[src/design/websocket_frame_deframer_core_assert.svh]
// assertion macros for the frame deframer
`ifndef WEBSOCKET_FRAME_DEFRAMER_CORE_ASSERT_SVH
`define WEBSOCKET_FRAME_DEFRAMER_CORE_ASSERT_SVH

`ifndef SYNTHESIS
`define WSDF_ASSERT_NOW(label, clk, rst, ante, cons) \
  label: assert property (@(posedge clk) disable iff (rst) (ante) |-> (cons)) \
    else $error("wsdf check failed");
`define WSDF_ASSERT_NEXT(label, clk, rst, ante, cons) \
  label: assert property (@(posedge clk) disable iff (rst) (ante) |=> (cons)) \
    else $error("wsdf check failed");
`else
`define WSDF_ASSERT_NOW(label, clk, rst, ante, cons)
`define WSDF_ASSERT_NEXT(label, clk, rst, ante, cons)
`endif

`endif

[src/design/wsdf_pkg.sv]
package wsdf_pkg;

  localparam int MAX_LEN_BITS = 31;
  localparam int LEN_W        = MAX_LEN_BITS;

  typedef enum logic [2:0] {
    PH_HDR0,
    PH_HDR1,
    PH_EXT,
    PH_MASK,
    PH_PAY
  } phase_t;

  localparam logic [3:0] OP_CONT  = 4'h0;
  localparam logic [3:0] OP_TEXT  = 4'h1;
  localparam logic [3:0] OP_BIN   = 4'h2;
  localparam logic [3:0] OP_CLOSE = 4'h8;
  localparam logic [3:0] OP_PING  = 4'h9;
  localparam logic [3:0] OP_PONG  = 4'hA;

  localparam logic [2:0] KIND_TEXT    = 3'd0;
  localparam logic [2:0] KIND_PING    = 3'd1;
  localparam logic [2:0] KIND_CLOSE   = 3'd2;
  localparam logic [2:0] KIND_ERROR   = 3'd3;
  localparam logic [2:0] KIND_ABANDON = 3'd4;

  localparam logic [1:0] ERR_TOO_LARGE  = 2'd0;
  localparam logic [1:0] ERR_UNEXP_CONT = 2'd1;
  localparam logic [1:0] ERR_BAD_OPCODE = 2'd2;

  localparam logic [1:0] FRAG_NONE = 2'd0;
  localparam logic [1:0] FRAG_TEXT = 2'd1;

  localparam logic [6:0] LEN_CODE_16 = 7'd126;
  localparam logic [6:0] LEN_CODE_64 = 7'd127;
  localparam logic [3:0] EXT_BYTES_16 = 4'd2;
  localparam logic [3:0] EXT_BYTES_64 = 4'd8;

  typedef struct packed {
    logic [7:0] data;
    logic       data_valid;
    logic [2:0] kind;
    logic       stream_sel;
    logic       msg_start;
    logic       last;
    logic [1:0] error_code;
  } res_t;

endpackage

[src/design/wsdf_if.sv]
interface wsdf_in_if;
  logic       valid;
  logic       ready;
  logic [7:0] rx_byte;

  modport source (output valid, output rx_byte, input ready);
  modport sink (input valid, input rx_byte, output ready);
endinterface

interface wsdf_out_if;
  logic       valid;
  logic       ready;
  logic [7:0] data;
  logic       data_valid;
  logic [2:0] kind;
  logic       stream_sel;
  logic       msg_start;
  logic       last;
  logic [1:0] error_code;

  modport source (
    output valid, output data, output data_valid, output kind, output stream_sel,
    output msg_start, output last, output error_code, input ready
  );
  modport sink (
    input valid, input data, input data_valid, input kind, input stream_sel,
    input msg_start, input last, input error_code, output ready
  );
endinterface

[src/design/websocket_frame_deframer_core.sv]
// each result word is registered into the result queue as its byte is accepted
// throughput: one byte per cycle while the queue has room; the parser step is a single registered pass
// a two-word result queue keeps input flowing while one result waits to be taken
// input stalls only when both queue words are held
// reset (synchronous, rst high) returns the parser to the first header byte and empties the queue
`include "websocket_frame_deframer_core_assert.svh"

module websocket_frame_deframer_core (
  input logic       clk,
  input logic       rst,
  wsdf_in_if.sink   frames,
  wsdf_out_if.source results
);
  import wsdf_pkg::*;

  phase_t            phase, phase_next;
  logic              fin, fin_next;
  logic [3:0]        opcode, opcode_next;
  logic              masked, masked_next;
  logic [3:0]        ext_left, ext_left_next;
  logic [LEN_W-1:0]  len, len_next;
  logic              ovf, ovf_next;
  logic [31:0]       mask_key, mask_key_next;
  logic [1:0]        mask_pos, mask_pos_next;
  logic [LEN_W-1:0]  pay_left, pay_left_next;
  logic [1:0]        pend_type, pend_type_next;
  logic              pend_started, pend_started_next;
  logic              stopped, stopped_next;

  logic              acc;
  logic [7:0]        b;
  logic              hdr_done;
  logic              del;
  logic              have;
  logic [7:0]        dbyte;
  logic              first;
  logic              fend;
  logic              emit;
  res_t              res_new;

  res_t              q0, q1, q0_next, q1_next;
  logic              q0_valid, q1_valid, q0_valid_next, q1_valid_next;
  logic              pop;

  assign b   = frames.rx_byte;
  assign acc = frames.valid && frames.ready;
  assign frames.ready = !q1_valid;

  always_comb begin
    phase_next        = phase;
    fin_next          = fin;
    opcode_next       = opcode;
    masked_next       = masked;
    ext_left_next     = ext_left;
    len_next          = len;
    ovf_next          = ovf;
    mask_key_next     = mask_key;
    mask_pos_next     = mask_pos;
    pay_left_next     = pay_left;
    pend_type_next    = pend_type;
    pend_started_next = pend_started;
    stopped_next      = stopped;
    hdr_done          = 1'b0;
    del               = 1'b0;
    have              = 1'b0;
    dbyte             = 8'd0;
    first             = 1'b0;
    fend              = 1'b0;
    emit              = 1'b0;
    res_new           = '0;

    if (!stopped) begin
      case (phase)
        PH_HDR0: begin
          fin_next    = b[7];
          opcode_next = b[3:0];
          masked_next = 1'b0;
          phase_next  = PH_HDR1;
        end
        PH_HDR1: begin
          masked_next   = b[7];
          mask_key_next = '0;
          mask_pos_next = '0;
          len_next      = '0;
          ovf_next      = 1'b0;
          if (b[6:0] == LEN_CODE_16) begin
            ext_left_next = EXT_BYTES_16;
            phase_next    = PH_EXT;
          end else if (b[6:0] == LEN_CODE_64) begin
            ext_left_next = EXT_BYTES_64;
            phase_next    = PH_EXT;
          end else begin
            len_next = LEN_W'(b[6:0]);
            if (b[7]) begin
              phase_next = PH_MASK;
            end else begin
              hdr_done = 1'b1;
            end
          end
        end
        PH_EXT: begin
          len_next      = {len[LEN_W-9:0], b};
          ovf_next      = ovf || (len[LEN_W-1 -: 8] != 8'd0);
          ext_left_next = ext_left - 4'd1;
          if (ext_left_next == 4'd0) begin
            if (masked) begin
              phase_next = PH_MASK;
            end else begin
              hdr_done = 1'b1;
            end
          end
        end
        PH_MASK: begin
          mask_key_next = {mask_key[23:0], b};
          mask_pos_next = mask_pos + 2'd1;
          if (mask_pos_next == 2'd0) begin
            hdr_done = 1'b1;
          end
        end
        PH_PAY: begin
          case (mask_pos)
            2'd0:    dbyte = b ^ mask_key[31:24];
            2'd1:    dbyte = b ^ mask_key[23:16];
            2'd2:    dbyte = b ^ mask_key[15:8];
            default: dbyte = b ^ mask_key[7:0];
          endcase
          first         = (pay_left == len);
          mask_pos_next = mask_pos + 2'd1;
          pay_left_next = pay_left - LEN_W'(1);
          fend          = (pay_left_next == '0);
          if (fend) begin
            phase_next = PH_HDR0;
          end
          have = 1'b1;
          del  = 1'b1;
        end
        default: begin
          phase_next = PH_HDR0;
        end
      endcase

      // header complete
      if (hdr_done) begin
        if (ovf_next) begin
          stopped_next       = 1'b1;
          phase_next         = PH_HDR0;
          emit               = 1'b1;
          res_new.kind       = KIND_ERROR;
          res_new.error_code = ERR_TOO_LARGE;
        end else begin
          pay_left_next = len_next;
          mask_pos_next = '0;
          phase_next    = PH_PAY;
          if ((opcode == OP_TEXT || opcode == OP_BIN) && !fin) begin
            if (pend_type == FRAG_TEXT && pend_started) begin
              emit         = 1'b1;
              res_new.kind = KIND_ABANDON;
            end
            pend_type_next    = opcode[1:0];
            pend_started_next = 1'b0;
          end
          if (len_next == '0) begin
            phase_next = PH_HDR0;
            if (!emit) begin
              del   = 1'b1;
              first = 1'b1;
              fend  = 1'b1;
            end
          end
        end
      end

      // payload delivery by opcode
      if (del) begin
        case (opcode)
          OP_CONT: begin
            if (pend_type_next == FRAG_NONE) begin
              if (fend) begin
                stopped_next       = 1'b1;
                phase_next         = PH_HDR0;
                emit               = 1'b1;
                res_new.kind       = KIND_ERROR;
                res_new.error_code = ERR_UNEXP_CONT;
              end
            end else if (pend_type_next == FRAG_TEXT) begin
              if (have || (fend && fin)) begin
                emit               = 1'b1;
                res_new.data       = have ? dbyte : 8'd0;
                res_new.data_valid = have;
                res_new.kind       = KIND_TEXT;
                res_new.stream_sel = 1'b1;
                res_new.msg_start  = !pend_started_next;
                res_new.last       = fend && fin;
                pend_started_next  = 1'b1;
                if (fend && fin) begin
                  pend_type_next    = FRAG_NONE;
                  pend_started_next = 1'b0;
                end
              end
            end else if (fend && fin) begin
              pend_type_next    = FRAG_NONE;
              pend_started_next = 1'b0;
            end
          end
          OP_TEXT: begin
            if (fin) begin
              emit               = 1'b1;
              res_new.data       = have ? dbyte : 8'd0;
              res_new.data_valid = have;
              res_new.kind       = KIND_TEXT;
              res_new.msg_start  = first;
              res_new.last       = fend;
            end else if (have) begin
              emit               = 1'b1;
              res_new.data       = dbyte;
              res_new.data_valid = 1'b1;
              res_new.kind       = KIND_TEXT;
              res_new.stream_sel = 1'b1;
              res_new.msg_start  = !pend_started_next;
              pend_started_next  = 1'b1;
            end
          end
          OP_BIN, OP_PONG: begin
          end
          OP_CLOSE: begin
            if (fend) begin
              stopped_next = 1'b1;
              phase_next   = PH_HDR0;
              emit         = 1'b1;
              res_new.kind = KIND_CLOSE;
            end
          end
          OP_PING: begin
            emit               = 1'b1;
            res_new.data       = have ? dbyte : 8'd0;
            res_new.data_valid = have;
            res_new.kind       = KIND_PING;
            res_new.msg_start  = first;
            res_new.last       = fend;
          end
          default: begin
            if (fend) begin
              stopped_next       = 1'b1;
              phase_next         = PH_HDR0;
              emit               = 1'b1;
              res_new.kind       = KIND_ERROR;
              res_new.error_code = ERR_BAD_OPCODE;
            end
          end
        endcase
      end
    end
  end

  always_ff @(posedge clk) begin
    if (rst) begin
      phase        <= PH_HDR0;
      fin          <= 1'b0;
      opcode       <= '0;
      masked       <= 1'b0;
      ext_left     <= '0;
      len          <= '0;
      ovf          <= 1'b0;
      mask_key     <= '0;
      mask_pos     <= '0;
      pay_left     <= '0;
      pend_type    <= FRAG_NONE;
      pend_started <= 1'b0;
      stopped      <= 1'b0;
    end else if (acc) begin
      phase        <= phase_next;
      fin          <= fin_next;
      opcode       <= opcode_next;
      masked       <= masked_next;
      ext_left     <= ext_left_next;
      len          <= len_next;
      ovf          <= ovf_next;
      mask_key     <= mask_key_next;
      mask_pos     <= mask_pos_next;
      pay_left     <= pay_left_next;
      pend_type    <= pend_type_next;
      pend_started <= pend_started_next;
      stopped      <= stopped_next;
    end
  end

  // two-word result queue
  assign pop = results.valid && results.ready;

  always_comb begin
    q0_next       = q0;
    q1_next       = q1;
    q0_valid_next = q0_valid;
    q1_valid_next = q1_valid;
    if (pop) begin
      q0_next       = q1;
      q0_valid_next = q1_valid;
      q1_valid_next = 1'b0;
    end
    if (acc && emit) begin
      if (!q0_valid_next) begin
        q0_next       = res_new;
        q0_valid_next = 1'b1;
      end else begin
        q1_next       = res_new;
        q1_valid_next = 1'b1;
      end
    end
  end

  always_ff @(posedge clk) begin
    if (rst) begin
      q0_valid <= 1'b0;
      q1_valid <= 1'b0;
    end else begin
      q0_valid <= q0_valid_next;
      q1_valid <= q1_valid_next;
    end
    q0 <= q0_next;
    q1 <= q1_next;
  end

  assign results.valid      = q0_valid;
  assign results.data       = q0.data;
  assign results.data_valid = q0.data_valid;
  assign results.kind       = q0.kind;
  assign results.stream_sel = q0.stream_sel;
  assign results.msg_start  = q0.msg_start;
  assign results.last       = q0.last;
  assign results.error_code = q0.error_code;

  `WSDF_ASSERT_NEXT(a_stopped_sticky, clk, rst, stopped, stopped)
  `WSDF_ASSERT_NOW(a_queue_order, clk, rst, q1_valid, q0_valid)
  `WSDF_ASSERT_NOW(a_no_result_when_stopped, clk, rst, acc && stopped, !emit)
  `WSDF_ASSERT_NOW(a_payload_nonzero, clk, rst, phase == PH_PAY, pay_left != '0)
  `WSDF_ASSERT_NEXT(a_halt_result, clk, rst, acc && !stopped && stopped_next,
                    q0_valid && (q1_valid || results.kind == KIND_ERROR ||
                    results.kind == KIND_CLOSE))

endmodule
[src/flat_wrapper.sv]
// flat-port wrapper written by rule: the top's interface ports become plain ports
module websocket_frame_deframer_core_flat import wsdf_pkg::*;
  (clk, rst, frames_valid, frames_rx_byte, frames_ready, results_valid, results_data, results_data_valid, results_kind, results_stream_sel, results_msg_start, results_last, results_error_code, results_ready);
  wsdf_in_if frames_i ();
  wsdf_out_if results_i ();
  input logic clk;
  input logic rst;
  input wire logic [$bits(frames_i.valid)-1:0] frames_valid;
  input wire logic [$bits(frames_i.rx_byte)-1:0] frames_rx_byte;
  output wire logic [$bits(frames_i.ready)-1:0] frames_ready;
  output wire logic [$bits(results_i.valid)-1:0] results_valid;
  output wire logic [$bits(results_i.data)-1:0] results_data;
  output wire logic [$bits(results_i.data_valid)-1:0] results_data_valid;
  output wire logic [$bits(results_i.kind)-1:0] results_kind;
  output wire logic [$bits(results_i.stream_sel)-1:0] results_stream_sel;
  output wire logic [$bits(results_i.msg_start)-1:0] results_msg_start;
  output wire logic [$bits(results_i.last)-1:0] results_last;
  output wire logic [$bits(results_i.error_code)-1:0] results_error_code;
  input wire logic [$bits(results_i.ready)-1:0] results_ready;
  assign frames_i.valid = frames_valid;
  assign frames_i.rx_byte = frames_rx_byte;
  assign frames_ready = frames_i.ready;
  assign results_valid = results_i.valid;
  assign results_data = results_i.data;
  assign results_data_valid = results_i.data_valid;
  assign results_kind = results_i.kind;
  assign results_stream_sel = results_i.stream_sel;
  assign results_msg_start = results_i.msg_start;
  assign results_last = results_i.last;
  assign results_error_code = results_i.error_code;
  assign results_i.ready = results_ready;
  websocket_frame_deframer_core u_core (.clk(clk), .rst(rst), .frames(frames_i), .results(results_i));
endmodule
[config.mk]
export PLATFORM = sky130hd
export DESIGN_NAME = websocket_frame_deframer_core_flat
export DESIGN_NICKNAME = d
export VERILOG_FILES = /design/src/design/wsdf_pkg.sv /design/src/design/wsdf_if.sv /design/src/design/websocket_frame_deframer_core.sv /design/src/flat_wrapper.sv
export VERILOG_INCLUDE_DIRS = /design/src /design/src/design
export SDC_FILE = /design/constraint.sdc
export NUM_CORES = 1
export LEC_CHECK = 0
export ABC_CLOCK_PERIOD_IN_PS = 10000
export BUFFER_PORTS_ARGS = -buffer_cell sky130_fd_sc_hd__buf_2
export CAP_MARGIN = 0
export CORE_UTILIZATION = 45
export CTS_CLUSTER_DIAMETER = 40
export CTS_CLUSTER_SIZE = 10
export DETAILED_ROUTE_END_ITERATION = 10
export HOLD_SLACK_MARGIN = 0.06
export PLACE_DENSITY = 0.61
export SLEW_MARGIN = 20
export SYNTH_ARGS = -nofsm -noshare
export SYNTH_HDL_FRONTEND = slang
export SYNTH_SLANG_ARGS = --single-unit
[constraint.sdc]
create_clock -name clk -period 10 [get_ports clk]
set_clock_uncertainty 0.2 [all_clocks]
set_input_delay 2 -clock clk [delete_from_list [all_inputs] [get_ports clk]]
set_output_delay 2 -clock clk [all_outputs]
set_load 0.03 [all_outputs]
; ---- Word level (Yosys, flattened, before mapping)
; Index checks and enable logic that the tools add are counted.
[totals]
reg_bits = 150
latch_bits = 0
mem_count = 0
elab_cells = 229
input_bits = 12
ramBits = 0
mem_bits_ro = 0
output_inout_bits = 19
[classes]
n_mul = 0
div = 0
n_reduce_logical = 34
order_cmp = 0
n_bitwise = 5
shifts = 0
n_addsub = 3
mux = 141
n_eq_ne = 17
[op_table]
columns = op, count
row1 = two-way mux 31 bit, 5
row2 = two-way mux 17 bit, 5
row3 = two-way mux 1 bit, 69
row4 = one-hot mux 32 bit (2 select lines), 1
row5 = logical NOT 31 bit, 2
row6 = one-hot mux 31 bit (2 select lines), 1
row7 = two-way mux 3 bit, 20
row8 = XOR 8 bit, 4
row9 = equality test 31 bit, 1
row10 = "subtractor 31 x 1 -> 31 bit, second input constant", 1
row11 = two-way mux 15 bit, 2
row12 = one-hot mux 3 bit (5 select lines), 2
row13 = one-hot mux 9 bit (3 select lines), 1
row14 = two-way mux 2 bit, 13
row15 = two-way mux 8 bit, 3
row16 = one-hot mux 8 bit (3 select lines), 1
row17 = "equality test 7 bit, second input constant", 2
row18 = two-way mux 14 bit, 1
row19 = "equality test 4 bit, second input constant", 3
row20 = two-way mux 12 bit, 1
row21 = one-hot mux 1 bit (2 select lines), 5
row22 = two-way mux 9 bit, 1
row23 = AND reduction 3 bit, 3
row24 = logical NOT 4 bit, 2
row25 = other kinds (31), 51

; ---- Longest topological paths before layout
; Gate-level depths: netlist of run 1.
[logic_depth]
word_depth = 22
ltp_mapped = 15
mapped_depth_nobuf = 12

; ---- Least setup slack after synthesis of run 1
; Ideal clock, no wire load.
[synth_path]
path_type = input to register
startpoint = in frames_rx_byte[3]
endpoint = reg u_core.q1[0] in the netlist's numbering, enable pin
cell_stages = 10
t_arrival_ns = 5.080
setup_ns = 0.391
setup_slack_ns = 4.330
required_time_ns = 9.409
path_buffers = 1
path_cell_list = clkbuf_1 > and4_1 > a211oi_1 > nand4b_1 > or4_1 > or4_4 > o22ai_4 > o311ai_1 > a21o_1 > nor2_1
[synth_between]
elab_chain_len = 20
elab_cells_between_ends = 37
cone_classes = eq/ne (3) / mux (28) / reduce/logical (6)
[synth_rtl]
columns = element, line
row1 = from (decl), flat_wrapper.sv:9  ; input wire logic [$bits(frames_i.rx_byte)-1:0] frames_rx_byte;
row2 = equality test 7 bit, websocket_frame_deframer_core.sv:89  ; end else if (b[6:0] == LEN_CODE_64) begin
row3 = two-way mux 7 bit, websocket_frame_deframer_core.sv:89
row4 = two-way mux 31 bit, websocket_frame_deframer_core.sv:86  ; if (b[6:0] == LEN_CODE_16) begin
row5 = one-hot mux 31 bit (2 select lines), websocket_frame_deframer_core.sv:73  ; case (phase)
row6 = two-way mux 31 bit, websocket_frame_deframer_core.sv:72  ; if (!stopped) begin
row7 = logical NOT 31 bit, websocket_frame_deframer_core.sv:162  ; if (len_next == '0) begin
row8 = two-way mux 1 bit, websocket_frame_deframer_core.sv:162
row9 = two-way mux 1 bit, websocket_frame_deframer_core.sv:144  ; if (ovf_next) begin
row10 = (+4 left out), --
row11 = two-way mux 1 bit, websocket_frame_deframer_core.sv:186  ; if (have || (fend && fin)) begin
row12 = two-way mux 1 bit, websocket_frame_deframer_core.sv:185  ; end else if (pend_type_next == FRAG_TEXT) begin
row13 = two-way mux 1 bit, websocket_frame_deframer_core.sv:177  ; if (pend_type_next == FRAG_NONE) begin
row14 = one-hot mux 1 bit (4 select lines), websocket_frame_deframer_core.sv:175  ; case (opcode)
row15 = two-way mux 1 bit (*), websocket_frame_deframer_core.sv:174  ; if (del) begin
row16 = two-way mux 1 bit (*), websocket_frame_deframer_core.sv:72
row17 = logical AND 1 bit (*), websocket_frame_deframer_core.sv:300  ; if (acc && emit) begin
row18 = AND reduction 2 bit (no line) (*), --
row19 = to (signal assigned), websocket_frame_deframer_core.sv:320  ; q1 <= q1_next;
row20 = to (decl), websocket_frame_deframer_core.sv:41  ; res_t q0, q1, q0_next, q1_next;
; Every way passes the cells marked *; elsewhere a longest branch is shown, timed or not. The select of a mux whose other input is x is not followed.
; A chain may end at the register's enable or synchronous reset.

==> impl_metrics.ini, run 1 <==
[worst_setup_path]
regToRegEndpoint = u_core.results.data[5]$_DFF_P_
path_max_fanout = 17
reg2reg_slack_ns = 4.82
regToRegStartpoint = u_core.phase[1]$_SDFFE_PP0P_
path_class = in -> reg
r2r.worst_path.cells = 11
worstSetupStartpointType = input pin
cp.arrival_ns = 5.32
required_ns = 10.12
setup.worst_path.end_class = flip-flop

[grt]
antenna_found_initial = 0
grt_first_pass_wirelength_mm = 42.2
grt_max_degree = 81
vias_in_the_first_global_route = 7425
grt_overflow_total = 0
groute.usage.overall_pct = 26.8

[power]
total_power_per_unit_cell_area_nw_per_um2 = 158
worst_ir_drop_vdd_uv = 131
clock_power_share_pct = 43.8
p_switching_w = 0.000451
seqPwrFrac_pct = 42.2
internal_power_w = 0.00107
p_comb_share_pct = 13.9
switching_share_pct = 29.8
standby_leakage_power_nw = 3.68

[place]
dp_hpwl_mm = 17.8
finalWeightedCongestion = 0.913
numPlacedInstances = 1273
portBuffers = 30

[floorplan]
core_area_um2 = 19000
dieWidth_um = 142
design.portCount = 31
vertical_die_dimension_um = 142
initial_core_util_pct = 46.4
number_of_rows_created_at_floorplan = 50
design.die.area_um2 = 20100

[layout]
most_frequent_standard_cell_in_the_layout_excluding_fill_and_tap_cells = nor2_1
areaGrowthSynthToFinish_pct = 9.09
finalNetCount = 1053
ratio_of_cells_with_drive_above_1_in_the_final_layout_pct = 12.4
layout.cells.most_common_list = 142 x nor2_1, 133 x dfxtp_1, 91 x a22oi_1, 62 x nand2_1, 45 x a21oi_1
cell_count_final_fillers_out = 1305
insertedDiodeCount = 0

[timing]
final_period_minus_worst_setup_slack_ns = 5.20
finalSetupViolCount = 0
remaining_max_slew_budget_at_the_tightest_pin_pct = 36.2
worst_pin_slew_ns = 0.949
min_period_over_period_pct = 52.0
final_max_slew_viol_count = 0
timing.final.hold_violations = 0
grt_setup_unrepaired = no
fin_tns_setup_ns = 0
maxClockFrequency_mhz = 192

[routing]
ant_nets = 0
drtPass1Iterations = 6
wl_mm = 26.3
routedWlPerCell_um = 20.2
detail_route.drc_violations = 0
initialDrtViolationCount = 1061
vias = 8337
post_drt_via_cell_ratio = 6.39

[clocking]
ctsLongestPathBuffers = 2
cts-htree-levels = 4
clock_insertion_delay_worst_skew_ns = 0.43
cts.root.buffer_cell = clkbuf_16
cts-hold-fix-buffers = 0
cts_num_sinks = 150
post_cts_resized = 0
cts_post_setup_buffers_inserted = 0
clkTransAtPathRegs_ns = 0.07
tritoncts.num_buffers = 17
tritoncts = yes

[min_path]
timing.hold.worst_path_depth = 2
holdCritPathClass = reg -> reg
min-delay-start = u_core.masked$_SDFFE_PP0P_
min_to = u_core.masked$_SDFFE_PP0P_

[synth]
post_synth_inst_count = 1064
synth.top_cells.by_area = dfxtp_1 30%, a22oi_1 7.8%, nor2_1 6.1%
ys_seq_elements = 150
number_of_nets_produced_by_synthesis = 1085
ys_types = 71
yosysTopAreaCellShare_pct = 30.3
synth.cell_area_um2 = 8800
ys.warnings.count = 0
synth_area_per_cell_um2 = 8.27
synth_enable_flop_cells = 17
synth_sequential_area_ratio_pct = 36.1
synth_top_cell_by_area = dfxtp_1
async_reset_ff_share_pct = 0
ys.flop_type = dfxtp_1

[flow_run]
drv.max_cap_violation_count = 0

[status]
run_status = finished clean
area by class of cell:
| class | count | area, um^2 |
|---|---|---|
| fill | 1807 | 9360 |
| multi-input combinational | 797 | 5150 |
| sequential | 150 | 3170 |
| clock buffer | 19 | 454 |
| tap | 260 | 325 |
| timing repair buffer | 44 | 258 |
| clock inverter | 13 | 148 |
| inverter | 22 | 82.6 |
registers in the layout, indices dropped and copies added, names as in the netlist, 3 cells and up:
signal	count
u_core.results.data	8
u_core.opcode	4
u_core.len	31
u_core.pay_left	31
u_core.ext_left	4
u_core.phase	3
u_core.results.kind	3
u_core.q1	17
u_core.mask_key	32
per-layer routing:
layer  GRT usage [%]  share of wire [%]
met1            40.0                 48
met2            38.0                 42
met3            4.49                7.3
met4            10.1                2.5
met5               0                  0
per-stage QoR:
stage	total power [W]	util (%)	cell area (um^2)	hold WS, ns	setup slack (ns)
final	0.00152	50.6	9600	0.292	4.80
after global routing	0.00157	50.6	9600	0.319	4.63
after CTS	0.00152	50.6	9590	0.289	4.85
after detailed placement	0.000859	47.4	8990	0.278	4.39
after global placement	0.000859	47.4	8990	0.263	4.44
after floorplan	0.000807	-	8800	0.250	4.33
cells by family (layout without fill, tap and decap cells):
logic type / Yosys count / in the layout / share of synthesized area [%]
and+or+nand+nor: 409 / 409 / 23.7
xor gates and xnor gates: 46 / 46 / 4.58
buffers and inverters: 117 / 98 / 5.39
muxes: 36 / 36 / 5.01
adders and majority gates: 9 / 9 / 1.28
DFF: 150 / 150 / 36.1
AOI/OAI and AO/OA: 297 / 297 / 24.0
power groups by stage:
stage | Clock (W) | Sequential, W | Combinational [W]
floorplan | 0 | 0.000645 | 0.000162
global placement | 0 | 0.000653 | 0.000207
detailed placement | 0 | 0.000653 | 0.000206
CTS | 0.000677 | 0.000639 | 0.000207
global route | 0.000699 | 0.000642 | 0.000231
finish | 0.000665 | 0.000640 | 0.000211
how the worst max path moves through the flow:
stage / startpoint / endpoint
CTS: frames_rx_byte[1] / u_core.results.data[3]$_DFF_P_
global route: frames_rx_byte[7] / u_core.results.data[3]$_DFF_P_
global placement: frames_rx_byte[7] / u_core.results.data[2]$_DFF_P_
floorplan: frames_rx_byte[3] / u_core.q1[0]$_DFFE_PP_
detailed placement: frames_rx_byte[1] / u_core.results.data[2]$_DFF_P_
finish: frames_rx_byte[1] / u_core.results.data[5]$_DFF_P_
Yosys cell counts (10+ instances only):
cell	n
nor2_1	142
dfxtp_1	133
a22oi_1	91
clkbuf_1	84
nand2_1	63
a21oi_1	45
o21ai_0	38
xor2_1	37
nor3_1	31
nand3_1	27
o22ai_1	27
mux2_2	24
inv_1	22
nor2b_1	22
nor4_1	22
nor3b_1	19
edfxtp_1	17
a221oi_1	16
and3_1	13
nand4b_1	13
nand4_1	11
mux2_4	10
worst max-delay path: stages:
cell and delay, ns:
buf_2 0.18, and4_1 0.29, a211oi_1 0.10, nand4b_1 0.18, or4_1 0.51, or4_4 0.61, o22ai_4 0.27, o311ai_1 0.20
a21oi_2 0.20, nand2_2 0.36, mux2_4 0.42
Power figures use the tool's default switching activity.
==> run 2: changes to the inputs <==
--- a/config.mk
+++ b/config.mk
@@ -6,7 +6,7 @@
 export SDC_FILE = /design/constraint.sdc
 export NUM_CORES = 1
 export LEC_CHECK = 0
-export ABC_CLOCK_PERIOD_IN_PS = 10000
+export ABC_CLOCK_PERIOD_IN_PS = 4500
 export BUFFER_PORTS_ARGS = -buffer_cell sky130_fd_sc_hd__buf_2
 export CAP_MARGIN = 0
 export CORE_UTILIZATION = 45
@@ -14,7 +14,7 @@
 export CTS_CLUSTER_SIZE = 10
 export DETAILED_ROUTE_END_ITERATION = 10
 export HOLD_SLACK_MARGIN = 0.06
-export PLACE_DENSITY = 0.61
+export PLACE_DENSITY = 0.63
 export SLEW_MARGIN = 20
 export SYNTH_ARGS = -nofsm -noshare
 export SYNTH_HDL_FRONTEND = slang
==> constraint.sdc (replaced) <==
create_clock -name clk -period 4.5 [get_ports clk]
set_clock_uncertainty 0.2 [all_clocks]
set_input_delay 0.9 -clock clk [delete_from_list [all_inputs] [get_ports clk]]
set_output_delay 0.9 -clock clk [all_outputs]
set_load 0.03 [all_outputs]
==> impl_metrics.ini, run 2 (same netlist as run 1, synthesis figures left out) <==
[grt]
grt_first_pass_wirelength_mm = 42.4
vias_in_the_first_global_route = 7507
antenna_found_initial = 0
grt_max_degree = 95
groute.usage.overall_pct = 27.0
grt_overflow_total = 0

[timing]
final_period_minus_worst_setup_slack_ns = 4.24
timing.final.hold_violations = 0
maxClockFrequency_mhz = 236
min_period_over_period_pct = 94.3
final_max_slew_viol_count = 0
grt_setup_unrepaired = no
remaining_max_slew_budget_at_the_tightest_pin_pct = 29.1
fin_tns_setup_ns = 0
finalSetupViolCount = 0
worst_pin_slew_ns = 1.06

[place]
portBuffers = 30
dp_hpwl_mm = 18.3
finalWeightedCongestion = 0.921

[layout]
postLayoutCoreUtil_pct = 51.8
top_register = u_core.mask_key
largest_register_ffs = 32
most_frequent_standard_cell_in_the_layout_excluding_fill_and_tap_cells = nor2_1
areaGrowthSynthToFinish_pct = 11.6
finalNetCount = 1084
ratio_of_cells_with_drive_above_1_in_the_final_layout_pct = 15.0
layout.cells.most_common_list = 141 x nor2_1, 133 x dfxtp_1, 91 x a22oi_1, 63 x nand2_1
reg.largest.list = u_core.mask_key: 32 flops, u_core.len: 31 flops, u_core.pay_left: 31 flops
insertedDiodeCount = 0
nFillCells = 1812

[clocking]
cts-hold-fix-buffers = 0
cts_num_sinks = 150
tritoncts = yes
clkTransAtPathRegs_ns = 0.07
tritoncts.num_buffers = 17
ctsLongestPathBuffers = 2
cts.root.buffer_cell = clkbuf_16
clock_insertion_delay_worst_skew_ns = 0.43
cts-htree-levels = 4

[worst_setup_path]
path_max_fanout = 43
path_class = reg -> reg
setup.worst_path.end_class = flip-flop
cp.arrival_ns = 4.37
required_ns = 4.62
worstSetupStartpointType = flip-flop

[power]
internal_power_w = 0.00230
worst_ir_drop_vdd_uv = 314
clock_power_share_pct = 42.5
seqPwrFrac_pct = 42.7
switching_share_pct = 30.9
p_comb_share_pct = 14.7
standby_leakage_power_nw = 3.82
total_power_per_unit_cell_area_nw_per_um2 = 339
p_switching_w = 0.00103

[routing]
initialDrtViolationCount = 1311
routedWlPerCell_um = 19.9
detail_route.drc_violations = 0
ant_nets = 0
drtPass1Iterations = 6
vias = 8395
post_drt_via_cell_ratio = 6.28
wl_mm = 26.6

[status]
run_status = finished clean

[floorplan]
dieWidth_um = 142
number_of_rows_created_at_floorplan = 50
initial_core_util_pct = 46.4
design.portCount = 31
design.die.area_um2 = 20100
core_area_um2 = 19000
vertical_die_dimension_um = 142

[flow_run]
drv.max_cap_violation_count = 0

[min_path]
holdCritPathClass = reg -> reg
run 2: power by group through the flow:
stage	clock network [W]	registers, W	logic [W]
floorplan	0	0.00143	0.000359
global placement	0	0.00145	0.000476
detailed placement	0	0.00145	0.000479
CTS	0.00144	0.00142	0.000481
global route	0.00149	0.00142	0.000533
finish	0.00141	0.00142	0.000490
run 2: worst paths after layout:
check,from,to,slack [ns],cells after the start
setup reg to reg,u_core.phase[0]$_SDFFE_PP0P_,u_core.results.data[4]$_DFF_P_,0.26,12
hold reg to reg,u_core.masked$_SDFFE_PP0P_,u_core.masked$_SDFFE_PP0P_,0.29,2
hold / removal,u_core.masked$_SDFFE_PP0P_,u_core.masked$_SDFFE_PP0P_,0.29,2
setup / recovery,u_core.phase[0]$_SDFFE_PP0P_,u_core.results.data[4]$_DFF_P_,0.26,12
run 2: metrics by stage:
stage / std cells / hold slack, ns / power, W / setup slack (ns) / cell area, um^2
floorplan: 1064 / 0.250 / 0.00179 / 0.205 / 8800
global placement: 1304 / 0.266 / 0.00192 / 0.222 / 9240
detailed placement: 1304 / 0.284 / 0.00193 / 0.195 / 9240
CTS: 1336 / 0.295 / 0.00333 / 0.276 / 9810
global route: 1336 / 0.313 / 0.00344 / 0.0626 / 9810
finish: 1336 / 0.294 / 0.00332 / 0.256 / 9810
run 2: layout make-up:
cell class	instances	area (um^2)	share of cell area [%]
Multi-Input combinational cell	797	5150	52.5
Sequential cell	150	3170	32.3
Timing Repair Buffer	75	503	5.12
Clock buffer	17	425	4.33
Tap cell	260	325	3.31
Clock inverter	15	151	1.54
Inverter	22	82.6	0.841
run 2: repair_timing:
action,CTS,global route
setup endpoints to repair,0,5
buffers inserted,0,0
resized for setup,0,1
run 2: worst max-delay path: stages, from the launching register on:
cell and delay, ns:
dfxtp_1 0.33, buf_4 0.37, nor2b_1 0.09, a221oi_1 0.55, nand4_1 0.16, or4_1 0.55
or4_4 0.60, o22ai_4 0.27, o311ai_1 0.19, a21oi_2 0.19, nand2_2 0.06, buf_4 0.24
mux2_4 0.32
run 2: metal layers:
layer  global-route usage [%]  vias to the layer above  routed length (um)
met5                        0                        -                   0
met4                     8.21                        0                 523
met3                     3.98                       49                2140
met2                     39.2                      404               11400
met1                     40.8                     3963               12500
li1                         -                     3979                   -
==> run 3: changes to the inputs <==
--- a/config.mk
+++ b/config.mk
@@ -7,14 +7,16 @@
 export NUM_CORES = 1
 export LEC_CHECK = 0
 export ABC_CLOCK_PERIOD_IN_PS = 4500
-export BUFFER_PORTS_ARGS = -buffer_cell sky130_fd_sc_hd__buf_2
+export BUFFER_PORTS_ARGS = -buffer_cell sky130_fd_sc_hd__buf_4
 export CAP_MARGIN = 0
-export CORE_UTILIZATION = 45
+export CELL_PAD_IN_SITES_DETAIL_PLACEMENT = 1
+export CELL_PAD_IN_SITES_GLOBAL_PLACEMENT = 1
+export CORE_UTILIZATION = 43
 export CTS_CLUSTER_DIAMETER = 40
 export CTS_CLUSTER_SIZE = 10
 export DETAILED_ROUTE_END_ITERATION = 10
 export HOLD_SLACK_MARGIN = 0.06
-export PLACE_DENSITY = 0.63
+export PLACE_DENSITY = 0.76
 export SLEW_MARGIN = 20
 export SYNTH_ARGS = -nofsm -noshare
 export SYNTH_HDL_FRONTEND = slang
==> impl_metrics.ini, run 3 (same netlist as run 1, synthesis figures left out) <==
[power]
standby_leakage_power_nw = 3.84
total_power_per_unit_cell_area_nw_per_um2 = 339
worst_ir_drop_vdd_uv = 297

[clocking]
clock_insertion_delay_worst_skew_ns = 0.43
cts_num_sinks = 150
clkTransAtPathRegs_ns = 0.06
cts-hold-fix-buffers = 0
tritoncts.num_buffers = 17
cts.root.buffer_cell = clkbuf_16
ctsLongestPathBuffers = 2
tritoncts = yes
cts-htree-levels = 4

[worst_setup_path]
worstPathCellList = buf_4 -> nor2b_1 -> a221oi_1 -> nand4_1 -> or4_1 -> or4_4 -> o22ai_4 -> o311ai_1 -> a21oi_2 -> nand2_2 -> buf_4 -> mux2_4
worst_path_max_delay_cell = or4_4
regToRegStartpoint = u_core.phase[0]$_SDFFE_PP0P_
cpMostUsedCell = buf_4
critical_path.n_buffers_inverters = 2
cp.arrival_ns = 4.43
cp.depth = 12
reg2reg_slack_ns = 0.18
path_class = reg -> reg
crit_path_max_incr_delay_ns = 0.61
r2r.worst_path.cells = 12
path_max_fanout = 43
worstSetupStartpointType = flip-flop
required_ns = 4.61
setup.worst_path.end_class = flip-flop
regToRegEndpoint = u_core.results.data[1]$_DFF_P_
kind_of_cell_with_the_highest_combined_delay_on_the_critical_path = simple AND/OR/NAND/NOR gates

[timing]
timing.final.hold_violations = 0
remaining_max_slew_budget_at_the_tightest_pin_pct = 25.8
worst_pin_slew_ns = 1.11
grt_setup_unrepaired = no
finalSetupViolCount = 0
final_period_minus_worst_setup_slack_ns = 4.32
maxClockFrequency_mhz = 232
min_period_over_period_pct = 95.9
fin_tns_setup_ns = 0
final_max_slew_viol_count = 0

[layout]
most_frequent_standard_cell_in_the_layout_excluding_fill_and_tap_cells = nor2_1
areaGrowthSynthToFinish_pct = 12.9
layout.cells.most_common_list = 141 x nor2_1, 133 x dfxtp_1, 91 x a22oi_1, 77 x buf_4, 63 x nand2_1
top_register = u_core.mask_key
ratio_of_cells_with_drive_above_1_in_the_final_layout_pct = 15.3
final_cell_area_um2 = 9930
largest_register_ffs = 32
finalNetCount = 1087
nFillCells = 2387
insertedDiodeCount = 0
reg.largest.list = u_core.mask_key: 32 flops, u_core.len: 31 flops, u_core.pay_left: 31 flops

[routing]
detail_route.drc_violations = 0
vias = 8606
wl_mm = 30.2
routedWlPerCell_um = 22.4
ant_nets = 0
post_drt_via_cell_ratio = 6.40
initialDrtViolationCount = 903
drtPass1Iterations = 6

[grt]
grt_max_degree = 70
grt-busiest-layer = met2
grt_overflow_total = 0
antenna_found_initial = 1
grt_util_met1_pct = 40.6
groute.layer.met3.usage_pct = 5.44
vias_in_the_first_global_route = 8350
gr-usage-met2_pct = 43.4
groute.usage.overall_pct = 28.6
grt_first_pass_wirelength_mm = 47.6

[min_path]
holdCritPathClass = reg -> reg
timing.hold.worst_path_depth = 2
min-delay-start = u_core.ovf$_SDFFE_PP0P_
min_to = u_core.ovf$_SDFFE_PP0P_

[flow_run]
drv.max_cap_violation_count = 0

[floorplan]
initial_core_util_pct = 44.5
number_of_rows_created_at_floorplan = 51
core_area_um2 = 19800
design.portCount = 31
vertical_die_dimension_um = 145
dieWidth_um = 145
design.die.area_um2 = 21000

[place]
portBuffers = 30
dpl_cell_area_um2 = 9340
finalWeightedCongestion = 0.931
dp_hpwl_mm = 20.9

[status]
run_status = finished clean
-- run 3: cell types whose count changed in the layout (fill, tap and decap cells not counted), moves of 2 or more --
cell,change
a221oi_1,-2
a221oi_2,+2
buf_2,-29
buf_4,+32
clkinv_8,-2
inv_8,-2
-- run 3: power by group --
part | internal [W] | switching [W] | total [W]
combinational | 0.000188 | 0.000320 | 0.000508
sequential | 0.00137 | 0.0000486 | 0.00142
clock | 0.000796 | 0.000641 | 0.00144
total | 0.00236 | 0.00101 | 0.00337
-- run 3: timing repair --
action / CTS / global route
setup buffers: 0 / 0
resized for setup: 0 / 2
setup endpoints to repair: 0 / 12
-- run 3: metrics by stage --
step | hold slack (ns) | setup WS (ns) | util (%) | cells | total power, W
after CTS | 0.302 | 0.262 | 50.1 | 1344 | 0.00338
after floorplan | 0.250 | 0.205 | - | 1064 | 0.00179
after detailed placement | 0.276 | 0.121 | 47.2 | 1312 | 0.00195
after global routing | 0.329 | 0.00969 | 50.2 | 1344 | 0.00349
final | 0.307 | 0.184 | 50.2 | 1344 | 0.00337
after global placement | 0.261 | 0.240 | 47.2 | 1312 | 0.00194
-- run 3: cell type report --
| type | instances | area, um^2 | area share (%) |
|---|---|---|---|
| Clock inverter | 13 | 135 | 1.36 |
| Clock buffer | 19 | 443 | 4.46 |
| Inverter | 22 | 82.6 | 0.832 |
| Tap cell | 265 | 332 | 3.34 |
| Timing Repair Buffer | 78 | 598 | 6.02 |
| Multi-Input combinational cell | 797 | 5170 | 52.0 |
| Sequential cell | 150 | 3170 | 32.0 |
-- run 3: worst reg2reg max path: stages, from the launching register on --
cell      delay (ns)
dfxtp_1         0.33
buf_4           0.38
nor2b_1         0.10
a221oi_1        0.50
nand4_1         0.19
or4_1           0.56
or4_4           0.61
o22ai_4         0.29
o311ai_1        0.20
a21oi_2         0.20
nand2_2         0.07
buf_4           0.24
mux2_4          0.34
-- run 3: metal layers --
metal | part of all wire (%) | vias to the layer above
li1 | - | 3963
met1 | 47 | 4288
met2 | 45 | 303
met3 | 6.9 | 50
met4 | 2.0 | 2
met5 | 0.040 | -
-- run 3: how the worst max path moves through the flow --
stage / from / to / slack [ns]
after floorplan: frames_rx_byte[3] / u_core.q1[0]$_DFFE_PP_ / 0.20
after global placement: frames_rx_byte[7] / u_core.results.kind[2]$_DFF_P_ / 0.24
after detailed placement: frames_rx_byte[7] / u_core.results.data[1]$_DFF_P_ / 0.12
after CTS: u_core.phase[1]$_SDFFE_PP0P_ / u_core.results.data[1]$_DFF_P_ / 0.26
after global routing: u_core.phase[1]$_SDFFE_PP0P_ / u_core.results.data[1]$_DFF_P_ / 0.01
final: u_core.phase[0]$_SDFFE_PP0P_ / u_core.results.data[1]$_DFF_P_ / 0.18
